`src/hdl/b64sd_pkg.sv`:
```
// ----------------------------------------------------------------------------
// b64sd_pkg
// shared types and constants of the base64 stream decoder
// ----------------------------------------------------------------------------
package b64sd_pkg;

  localparam logic [7:0] PAD_CHAR = 8'h3D;

  localparam logic [1:0] ST_OK      = 2'd0;
  localparam logic [1:0] ST_INVALID = 2'd1;
  localparam logic [1:0] ST_TRAIL   = 2'd2;

  localparam int QUEUE_DEPTH = 4;
  localparam int PTR_W       = $clog2(QUEUE_DEPTH);
  localparam int CNT_W       = $clog2(QUEUE_DEPTH + 1);

  typedef struct packed {
    logic       is_status;
    logic [7:0] data_byte;
    logic [1:0] status;
    logic       end_of_run;
  } result_t;

  typedef struct packed {
    logic [1:0] push_cnt;
    result_t    first;
    result_t    second;
  } push_t;

  typedef struct packed {
    logic [5:0] sextet;
    logic       ok;
  } sextet_t;

endpackage

```
`src/hdl/b64sd_lookup.sv`:
```
// ----------------------------------------------------------------------------
// b64sd_lookup
// maps a character code to its six-bit value for both alphabets
// ----------------------------------------------------------------------------
module b64sd_lookup
  import b64sd_pkg::*;
(
  input  logic [7:0] text_char,
  output sextet_t    sx
);

  always_comb begin
    sx.ok     = 1'b1;
    sx.sextet = 6'd0;
    if (text_char >= 8'h41 && text_char <= 8'h5A) begin
      sx.sextet = 6'(text_char - 8'h41);
    end else if (text_char >= 8'h61 && text_char <= 8'h7A) begin
      sx.sextet = 6'(text_char - 8'h61 + 8'd26);
    end else if (text_char >= 8'h30 && text_char <= 8'h39) begin
      sx.sextet = 6'(text_char - 8'h30 + 8'd52);
    end else if (text_char == 8'h2B || text_char == 8'h2D) begin
      sx.sextet = 6'd62;
    end else if (text_char == 8'h2F || text_char == 8'h5F) begin
      sx.sextet = 6'd63;
    end else begin
      sx.ok = 1'b0;
    end
  end

endmodule

```
`src/hdl/b64sd_core.sv`:
```
// ----------------------------------------------------------------------------
// b64sd_core
// group state of the decoder; turns one accepted request into its results
// ----------------------------------------------------------------------------
module b64sd_core
  import b64sd_pkg::*;
(
  input  logic       clk,
  input  logic       rst,
  input  logic       accept,
  input  logic [7:0] text_char,
  input  logic       final_char,
  output push_t      push
);

  sextet_t    sx;
  logic [1:0] group_position, group_position_next;
  logic [5:0] held_sextet, held_sextet_next;
  logic       first_char_bad, first_char_bad_next;
  logic       padding_mode, padding_mode_next;
  logic       third_was_pad, third_was_pad_next;
  logic [1:0] fault_code, fault_code_next;
  logic       emit;
  logic [7:0] byte_val;
  logic       pad;
  result_t    data_res;
  result_t    stat_res;

  b64sd_lookup u_lookup (
    .text_char (text_char),
    .sx        (sx)
  );

  assign pad = (text_char == PAD_CHAR);

  always_comb begin
    group_position_next = group_position;
    held_sextet_next    = held_sextet;
    first_char_bad_next = first_char_bad;
    padding_mode_next   = padding_mode;
    third_was_pad_next  = third_was_pad;
    fault_code_next     = fault_code;
    emit                = 1'b0;
    byte_val            = 8'd0;
    if (fault_code == ST_OK) begin
      if (padding_mode) begin
        if (!pad) fault_code_next = ST_TRAIL;
      end else begin
        case (group_position)
          2'd0: begin
            if (pad) begin
              padding_mode_next = 1'b1;
            end else begin
              held_sextet_next    = sx.sextet;
              first_char_bad_next = !sx.ok;
              if (final_char) fault_code_next = ST_TRAIL;
            end
            group_position_next = 2'd1;
          end
          2'd1: begin
            if (final_char) begin
              fault_code_next = ST_TRAIL;
            end else if (first_char_bad || !sx.ok) begin
              fault_code_next = ST_INVALID;
            end else begin
              emit             = 1'b1;
              byte_val         = {held_sextet, sx.sextet[5:4]};
              held_sextet_next = sx.sextet;
            end
            group_position_next = 2'd2;
          end
          2'd2: begin
            if (pad) begin
              third_was_pad_next = 1'b1;
              if (final_char) fault_code_next = ST_TRAIL;
            end else if (!sx.ok) begin
              fault_code_next = ST_INVALID;
            end else begin
              emit             = 1'b1;
              byte_val         = {held_sextet[3:0], sx.sextet[5:2]};
              held_sextet_next = sx.sextet;
              if (final_char) fault_code_next = ST_TRAIL;
            end
            group_position_next = 2'd3;
          end
          default: begin
            if (third_was_pad) begin
              if (!(final_char && pad)) fault_code_next = ST_TRAIL;
            end else if (pad) begin
              if (!final_char) fault_code_next = ST_TRAIL;
            end else if (!sx.ok) begin
              fault_code_next = ST_INVALID;
            end else begin
              emit     = 1'b1;
              byte_val = {held_sextet[1:0], sx.sextet};
            end
            group_position_next = 2'd0;
            third_was_pad_next  = 1'b0;
          end
        endcase
      end
    end
  end

  always_comb begin
    data_res.is_status  = 1'b0;
    data_res.data_byte  = byte_val;
    data_res.status     = ST_OK;
    data_res.end_of_run = 1'b0;
    stat_res.is_status  = 1'b1;
    stat_res.data_byte  = 8'd0;
    stat_res.status     = fault_code_next;
    stat_res.end_of_run = 1'b1;
    push.push_cnt = {1'b0, emit} + {1'b0, final_char};
    push.first    = emit ? data_res : stat_res;
    push.second   = stat_res;
    if (!accept) push.push_cnt = 2'd0;
  end

  always_ff @(posedge clk) begin
    if (rst) begin
      group_position <= 2'd0;
      held_sextet    <= 6'd0;
      first_char_bad <= 1'b0;
      padding_mode   <= 1'b0;
      third_was_pad  <= 1'b0;
      fault_code     <= ST_OK;
    end else if (accept) begin
      if (final_char) begin
        group_position <= 2'd0;
        held_sextet    <= 6'd0;
        first_char_bad <= 1'b0;
        padding_mode   <= 1'b0;
        third_was_pad  <= 1'b0;
        fault_code     <= ST_OK;
      end else begin
        group_position <= group_position_next;
        held_sextet    <= held_sextet_next;
        first_char_bad <= first_char_bad_next;
        padding_mode   <= padding_mode_next;
        third_was_pad  <= third_was_pad_next;
        fault_code     <= fault_code_next;
      end
    end
  end

endmodule

```
`src/hdl/b64sd_outq.sv`:
```
// ----------------------------------------------------------------------------
// b64sd_outq
// small result queue; takes up to two results a cycle, while out_stall is low gives one
// ----------------------------------------------------------------------------
module b64sd_outq
  import b64sd_pkg::*;
(
  input  logic    clk,
  input  logic    rst,
  input  push_t   push,
  output logic    room,
  output logic    out_valid,
  input  logic    out_stall,
  output result_t head
);

  result_t          entry [QUEUE_DEPTH];
  logic [PTR_W-1:0] rd_ptr;
  logic [PTR_W-1:0] wr_ptr;
  logic [CNT_W-1:0] count;
  logic             pop;

  assign out_valid = (count != '0);
  assign pop       = out_valid && !out_stall;
  assign room      = (count <= CNT_W'(QUEUE_DEPTH - 2));
  assign head      = entry[rd_ptr];

  always_ff @(posedge clk) begin
    if (push.push_cnt != 2'd0) entry[wr_ptr] <= push.first;
    if (push.push_cnt == 2'd2) entry[PTR_W'(wr_ptr + 1'b1)] <= push.second;
  end

  always_ff @(posedge clk) begin
    if (rst) begin
      rd_ptr <= '0;
      wr_ptr <= '0;
      count  <= '0;
    end else begin
      wr_ptr <= PTR_W'(wr_ptr + PTR_W'(push.push_cnt));
      if (pop) rd_ptr <= PTR_W'(rd_ptr + 1'b1);
      count <= CNT_W'(count + CNT_W'(push.push_cnt) - CNT_W'(pop));
    end
  end

endmodule

```
`src/hdl/base64_stream_decoder.sv`:
```
// ----------------------------------------------------------------------------
// base64_stream_decoder
// streaming base64 decoder, standard and url-safe alphabets, strict padding
// ----------------------------------------------------------------------------
// input channel: one character per request (text_char, final_char), taken
// when in_valid is high and in_stall is low. final_char marks the last
// character of a text.
// output channel: one result per transfer; a data byte (is_status low) or,
// after the last character, a status result with end_of_run high.
// results of a character go into the result queue and leave from its head
// in order. a character yields at most two results.
// throughput: one character per cycle while the output keeps up; the
// output moves one result per cycle while out_stall is low, so a run of
// characters that each yield two results is bounded by the output side. a
// four-entry result queue parts the two sides; in_stall rises when fewer
// than two entries are free.
// reset: clears the group state and empties the queue; the block is ready
// in the cycle after rst falls. while out_stall is high the head result
// holds and characters are taken until fewer than two entries are free.
// ----------------------------------------------------------------------------
module base64_stream_decoder
  import b64sd_pkg::*;
(
  input  logic       clk,
  input  logic       rst,
  input  logic       in_valid,
  output logic       in_stall,
  input  logic [7:0] text_char,
  input  logic       final_char,
  output logic       out_valid,
  input  logic       out_stall,
  output logic       is_status,
  output logic [7:0] data_byte,
  output logic [1:0] status,
  output logic       end_of_run
);

  logic    accept;
  logic    room;
  push_t   push;
  result_t head;

  assign in_stall = !room;
  assign accept   = in_valid && room;

  b64sd_core u_core (
    .clk        (clk),
    .rst        (rst),
    .accept     (accept),
    .text_char  (text_char),
    .final_char (final_char),
    .push       (push)
  );

  b64sd_outq u_outq (
    .clk       (clk),
    .rst       (rst),
    .push      (push),
    .room      (room),
    .out_valid (out_valid),
    .out_stall (out_stall),
    .head      (head)
  );

  assign is_status  = head.is_status;
  assign data_byte  = head.data_byte;
  assign status     = head.status;
  assign end_of_run = head.end_of_run;

endmodule

```
`config.mk`:
```
export PLATFORM = sky130hd
export DESIGN_NAME = base64_stream_decoder
export DESIGN_NICKNAME = d
export VERILOG_FILES = /design/src/hdl/b64sd_pkg.sv /design/src/hdl/b64sd_lookup.sv /design/src/hdl/b64sd_core.sv /design/src/hdl/b64sd_outq.sv /design/src/hdl/base64_stream_decoder.sv
export SDC_FILE = /design/constraint.sdc
export NUM_CORES = 1
export LEC_CHECK = 0
export BUFFER_PORTS_ARGS = -buffer_cell sky130_fd_sc_hd__buf_2
export CAP_MARGIN = 20
export CORE_MARGIN = 5
export CORE_UTILIZATION = 45
export CTS_CLUSTER_DIAMETER = 200
export DETAILED_ROUTE_END_ITERATION = 10
export PLACE_DENSITY = 0.62
export SETUP_SLACK_MARGIN = 0.2
export SLEW_MARGIN = 20
export SYNTH_ARGS = -nofsm -noshare
export SYNTH_HDL_FRONTEND = slang
export SYNTH_SLANG_ARGS = --single-unit
```
`constraint.sdc`:
```
create_clock -name clk -period 4 [get_ports clk]
set_input_delay 0.8 -clock clk [delete_from_list [all_inputs] [get_ports clk]]
set_output_delay 0.8 -clock clk [all_outputs]
set_load 0.02 [all_outputs]
```
Word level (Yosys, flattened, before mapping)
Memory sizes are Yosys's and may differ from the RTL's. A register that Yosys moved wholly into a read port is not among the register bits.
Index checks and enable logic that the tools add are counted.
- flip-flop bits (word level): 20
- memory bits (writable): 48
- input port bits: 13
- output and inout bits: 14
- word-level logic and storage cells: 148
- memories: 1
- $add $sub $neg: 11
- order comparisons: 7
- eq/ne operators: 16
- muxes and demuxes: 79
- reductions and logical operators: 25
- memories (name ; words ; bits a word ; read ports ; clocked after Yosys merged registers in ; wr ports ; line ; source):
    u_outq.entry ; 4 ; 12 ; 1 ; 1 ; 2 ; b64sd_outq.sv:17 ; result_t entry [QUEUE_DEPTH];
- operator list (kind ; number):
    two-way mux 6 bit ; 12
    two-way mux 8 bit ; 9
    two-way mux 2 bit ; 21
    == test 8 x 6 -> 1 bit, second input constant ; 4
    two-way mux 1 bit ; 30
    one-hot mux 8 bit (3 select lines) ; 1
    one-hot mux 6 bit (3 select lines) ; 1
    greater-or-equal comparator 8 x 7 -> 1 bit, second input constant ; 2
    less-or-equal comparator 8 x 7 -> 1 bit, second input constant ; 2
    two-way mux 12 bit ; 1
    one-hot mux 2 bit (3 select lines) ; 2
    subtractor 6 bit, second input constant ; 2
    AND reduction 5 bit ; 2
    != test 3 bit, second input constant ; 3
    == test 8 x 7 -> 1 bit, second input constant ; 1
    greater-or-equal comparator 8 x 6 -> 1 bit, second input constant ; 1
    less-or-equal comparator 8 x 6 -> 1 bit, second input constant ; 1
    AND reduction 8 bit ; 1
    adder 6 x 5 -> 6 bit, second input constant ; 1
    adder 6 bit, second input constant ; 1
    logical AND 1 bit ; 6
    != test 3 x 2 -> 1 bit, second input constant ; 2
    nonzero test 2 bit ; 3
    subtractor 6 x 1 -> 6 bit, second input constant ; 1
    20 further kinds ; 28

Depth between registers and ports, before layout
- word-level depth: 19
- mapped depth: 18
- gate-level depth less buffers: 15

Cells and area by module
Synthesis repeated with hierarchy kept, for this count alone.
- cell total of the unflattened synthesis: 419
- area total of the unflattened synthesis: 4775.8 sq um
- modules (own cells, without submodules) (module ; instances ; cells each ; area an instance (sq um) ; seq. area each (sq um)):
    b64sd_outq ; 1 ; 169 ; 2854.0 ; 1621.6
    b64sd_core ; 1 ; 160 ; 1260.0 ; 260.2
    b64sd_lookup ; 1 ; 88 ; 651.9 ; 0.0
    base64_stream_decoder ; 1 ; 2 ; 10.0 ; 0.0

Least setup slack after synthesis
No wires, ideal clock.
- path type: input-to-reg
- from: input text_char[2]
- to: memory u_outq.entry[1][4] (netlist bit)
- library setup time: 0.075 ns
- arrival: 4.246 ns
- required time: 3.925 ns
- slack: -0.321 ns
- stages: 17
- buffers on the path: 3
- cell sequence: clkbuf_1 > inv_1 > ha_1 > a21o_1 > o211ai_1 > and3_1 > clkbuf_1 > o32ai_1 > nor2_1 > buf_2 > ha_1 > nor2_1 > nand3b_1 > nor3b_1 > nand2_1 > or3_1 > o21ai_0
- RTL lines (element ; line ; source):
    start, declared ; base64_stream_decoder.sv:28 ; input logic [7:0] text_char,
    end, declared ; b64sd_outq.sv:17 ;

Worst setup path after layout
- from: input text_char[2]
- to: register u_outq.count[2]
- longest elaborated chain between the ends: 18
- elaborated cells between the ends (all ways): 35
- classes of those cells: 3 x add/sub; 6 x order compare; 5 x eq/ne; 14 x mux; 7 x reduce/logical
- ends and longest elaborated chain (element ; line ; source):
    branches (longest 11 deep; another with greater-or-equal comparator 8 x 6 -> 1 bit) ; - ;
    one-hot mux 1 bit (3 select lines) * ; b64sd_core.sv:49 ; case (group_position)
    two-way mux 1 bit * ; b64sd_core.sv:46 ; if (padding_mode) begin
    two-way mux 1 bit * ; b64sd_core.sv:45 ; if (fault_code == ST_OK) begin
    adder 1 x 1 -> 2 bit * ; b64sd_core.sv:114 ; push.push_cnt = {1'b0, emit} + {1'b0, final_char};
    two-way mux 2 bit * ; b64sd_core.sv:117 ; if (!accept) push.push_cnt = 2'd0;
    adder 3 x 2 -> 3 bit * ; b64sd_outq.sv:41 ; count <= CNT_W'(count + CNT_W'(push.push_cnt) - CNT_W'(pop));
    subtractor 3 x 1 -> 3 bit * ; b64sd_outq.sv:41 ;
    end signal, assigned ; b64sd_outq.sv:41 ;
    end, declared ; b64sd_outq.sv:20 ; logic [CNT_W-1:0] count;
Every way passes the cells marked *.
A chain may end at the register's enable or synchronous reset.

==> impl_results.md <==
- Max transition margin: 45.3%
- Die Span Y: between 100 and 150 um
- CTS tree: done
- Routed vias/inst: between 5 and 6
- WL final: about 10000 um
- Num CTS Buffers: 9
- Max H-tree Level: 3
- Mapped cell area: 3990 um^2
- Setup violations, final: 0
- TNS Setup: 0 ns
- Mapped Cells: 453
- Outcome: completed
- Fin crit share: 89.4%
- DRC: 0
- Worst Skew: around 0.0086 ns
- CTS hold repair buffers: 0
- GPL Wtd Cong: between 0.8 and 0.9
- EDFF count, synth: 8
- Seq/Total Area, Yosys: between 30% and 40%
- Worst-skew pair later-pin latency: around 0.34 ns
- Core Rows: 34
- Nets@finish: around 520
- CP Cell Sequence: buf_2, inv_2, ha_4, nor2b_1, o211a_1, o41ai_4, o32ai_4, nor2_2, ha_4, and3_4, ha_1, inv_1, fa_2, xnor2_1, xnor2_1, nor2_1
- Initial antenna violation count: 0
- Initial Utilization: a little under half
- RSZ-0062 raised after global routing: no
- Area Growth Syn to Fin: 14.5%
- Post-synthesis cell type count: a little under 70
- IO buf count: 26
- Largest net degree at the start of global routing: 21
- Initial DRC Count: around 260
- Power Dens Cells: about 430 nW/um^2
- Syn_nets: 486
- Crit path DAT: between 3 and 4 ns
- Die width: roughly 100 um
- # diodes: 0
- DP Wirelength: 7970 um
- Cell taking the most area after synthesis: dfxtp_1
- FILL cells: between 800 and 900
- GRT Util Overall: 19.6%
- Synth Warn #: 0
- Ys flop type: dfxtp_1
- Post-CTS resize count: 0
- Post-route design area: ~4600 um^2
- First-pass DRT Iterations: 5
- Routed vias: 3559
- Worst Setup Start Kind: input pin
- Setup CP Type: input pin to flip-flop
- CP max-delay cell: o41ai_4
- CP Max Fanout: 11
- Async S/R FF share, synth: 0%
- Setup bufs post-CTS: 0
- Req. time, crit path: 4.22 ns
- Maximum capacitance violations: 0
- Core region area: around 8700 um^2
- Wire length per cell: around 17 um
- Clock sinks: 66
- # IOs: 27
- Static Leak: around 1.7 nW
- Yosys reg bits: 66
- Type of element capturing the critical path: flip-flop
- Largest cells by area after synthesis: dfxtp_1, mux4_2, edfxtp_1
- Clk slew on worst S/H paths: 0.07 ns
- Syn Area/Cell: 8.80 um^2
- DIE AREA: about 11000 um^2
- GRT overflow: 0
- Worst vdd ir: around 180 uV
- Root Buffer: clkbuf_8
- Hold Vio Cnt, Final: 0
- Post-route ant nets: 0
- Clock Path Buffers: 2
- Tmin final: 3.58 ns
- Critical Path Max Stage Delay: ~0.47 ns
- Placed Area: around 4400 um^2
- First-pass GRT wire length: 17500 um
- Slew Limit Fails: 0
- Worst min-delay path class: flip-flop to flip-flop
- Yosys top cell area share: between 20 and 30%
- Max Clk Rate: 280 MHz
- Number of global-route vias before repair: 3472
- Layout cells sized above 1: approximately a fifth
- Actual slew at the worst max-slew pin: 0.820 ns
==> cell usage in the layout, fill, tap and decap left out, drive strengths merged, types with 13 or more instances in the layout <==
master   n
inv     19
nand2   47
a21oi   20
dfxtp   58
nor2    41
ha      19
o21ai   38
nor2b   13
nand3   13
buf     42
==> cell usage after synthesis, types with 9 or more instances <==
cell type   n
dfxtp_1    58
nand2_1    47
nor2_1     41
o21ai_0    36
a21oi_1    19
ha_1       19
inv_1      19
clkbuf_1   15
nand3_1    13
nor2b_1    13
mux4_2     11
nor3_1     10
xnor2_1     9
==> routing by layer <==
layer	track usage (%)	vias to the layer above	share of wire, %
met5	0	-	0
met4	5.74	0	1.0
met3	4.72	12	5.5
met2	30.8	100	47
met1	26.7	1711	47
li1	-	1736	-
==> per-stage QoR <==
stage          cells  utilization [%]  setup WS (ns)  hold WS, ns  power (mW)
3_3_place_gp     580             50.4          0.162        0.432        1.44
4_1_cts          596             52.6          0.436        0.457        2.00
3_5_place_dp     580             50.4         0.0796        0.441        1.46
6_report         596             52.6          0.422        0.453        1.98
2_1_floorplan    453                -          0.206        0.420        1.29
5_1_grt          596             52.6          0.257        0.483        2.10
==> critical path, delay by kind of cell <==
kind            cells  cell delay [ns]
compound gates      3             0.90
xor+xnor            2             0.35
fa+ha+maj           4             0.84
buf+inv             3             0.34
simple gates        4             0.56
==> cells by family (layout without fill, tap and decap cells) <==
| logic type | after synthesis | after routing | share of synthesized area, % |
|---|---|---|---|
| buffers and inverters | 42 | 77 | 4.27 |
| AOI/OAI and AO/OA | 131 | 131 | 23.6 |
| muxes | 13 | 13 | 6.75 |
| xor gates and xnor gates | 12 | 12 | 2.64 |
| and+or+nand+nor | 169 | 169 | 21.1 |
| DFF | 66 | 66 | 35.2 |
| adders and majority gates | 20 | 20 | 6.47 |
==> final timing paths <==
| check | slack (ns) | cells after the start | start | to |
|---|---|---|---|---|
| min reg2reg | 0.45 | 2 | u_outq.entry[1][5]$_SDFFE_PP0N_ | u_outq.entry[1][5]$_SDFFE_PP0N_ |
| min | 0.45 | 2 | u_outq.entry[1][5]$_SDFFE_PP0N_ | u_outq.entry[1][5]$_SDFFE_PP0N_ |
| max | 0.42 | 16 | text_char[2] | u_outq.count[2]$_SDFF_PP0_ |
| max reg2reg | 0.96 | 14 | u_core.group_position[0]$_SDFFE_PP0P_ | u_outq.count[2]$_SDFF_PP0_ |
==> registers in the layout, summed over array words and instances, names as in the netlist, named ones only <==
register	count
u_outq.entry	44
u_core.held_sextet	6
u_outq.count	3
u_core.fault_code	2
u_core.group_position	2
u_outq.rd_ptr	2
u_outq.wr_ptr	2
u_core.first_char_bad	1
u_core.padding_mode	1
u_core.third_was_pad	1
==> report_power, final <==
part,internal [mW],switching (mW)
clock network,0.286,0.250
logic,0.276,0.350
registers,0.734,0.0842
==> final cells by class <==
| type | instances | area, um^2 | area share, % |
|---|---|---|---|
| Multi-Input combinational cell | 345 | 2520 | 55.2 |
| Sequential cell | 66 | 1400 | 30.7 |
| Inverter | 19 | 71.3 | 1.56 |
| Clock inverter | 5 | 55.1 | 1.21 |
| Clock buffer | 11 | 131 | 2.88 |
| Tap cell | 108 | 135 | 2.96 |
| Timing Repair Buffer | 42 | 250 | 5.49 |
Note: power is estimated with default switching activity, not from simulation.
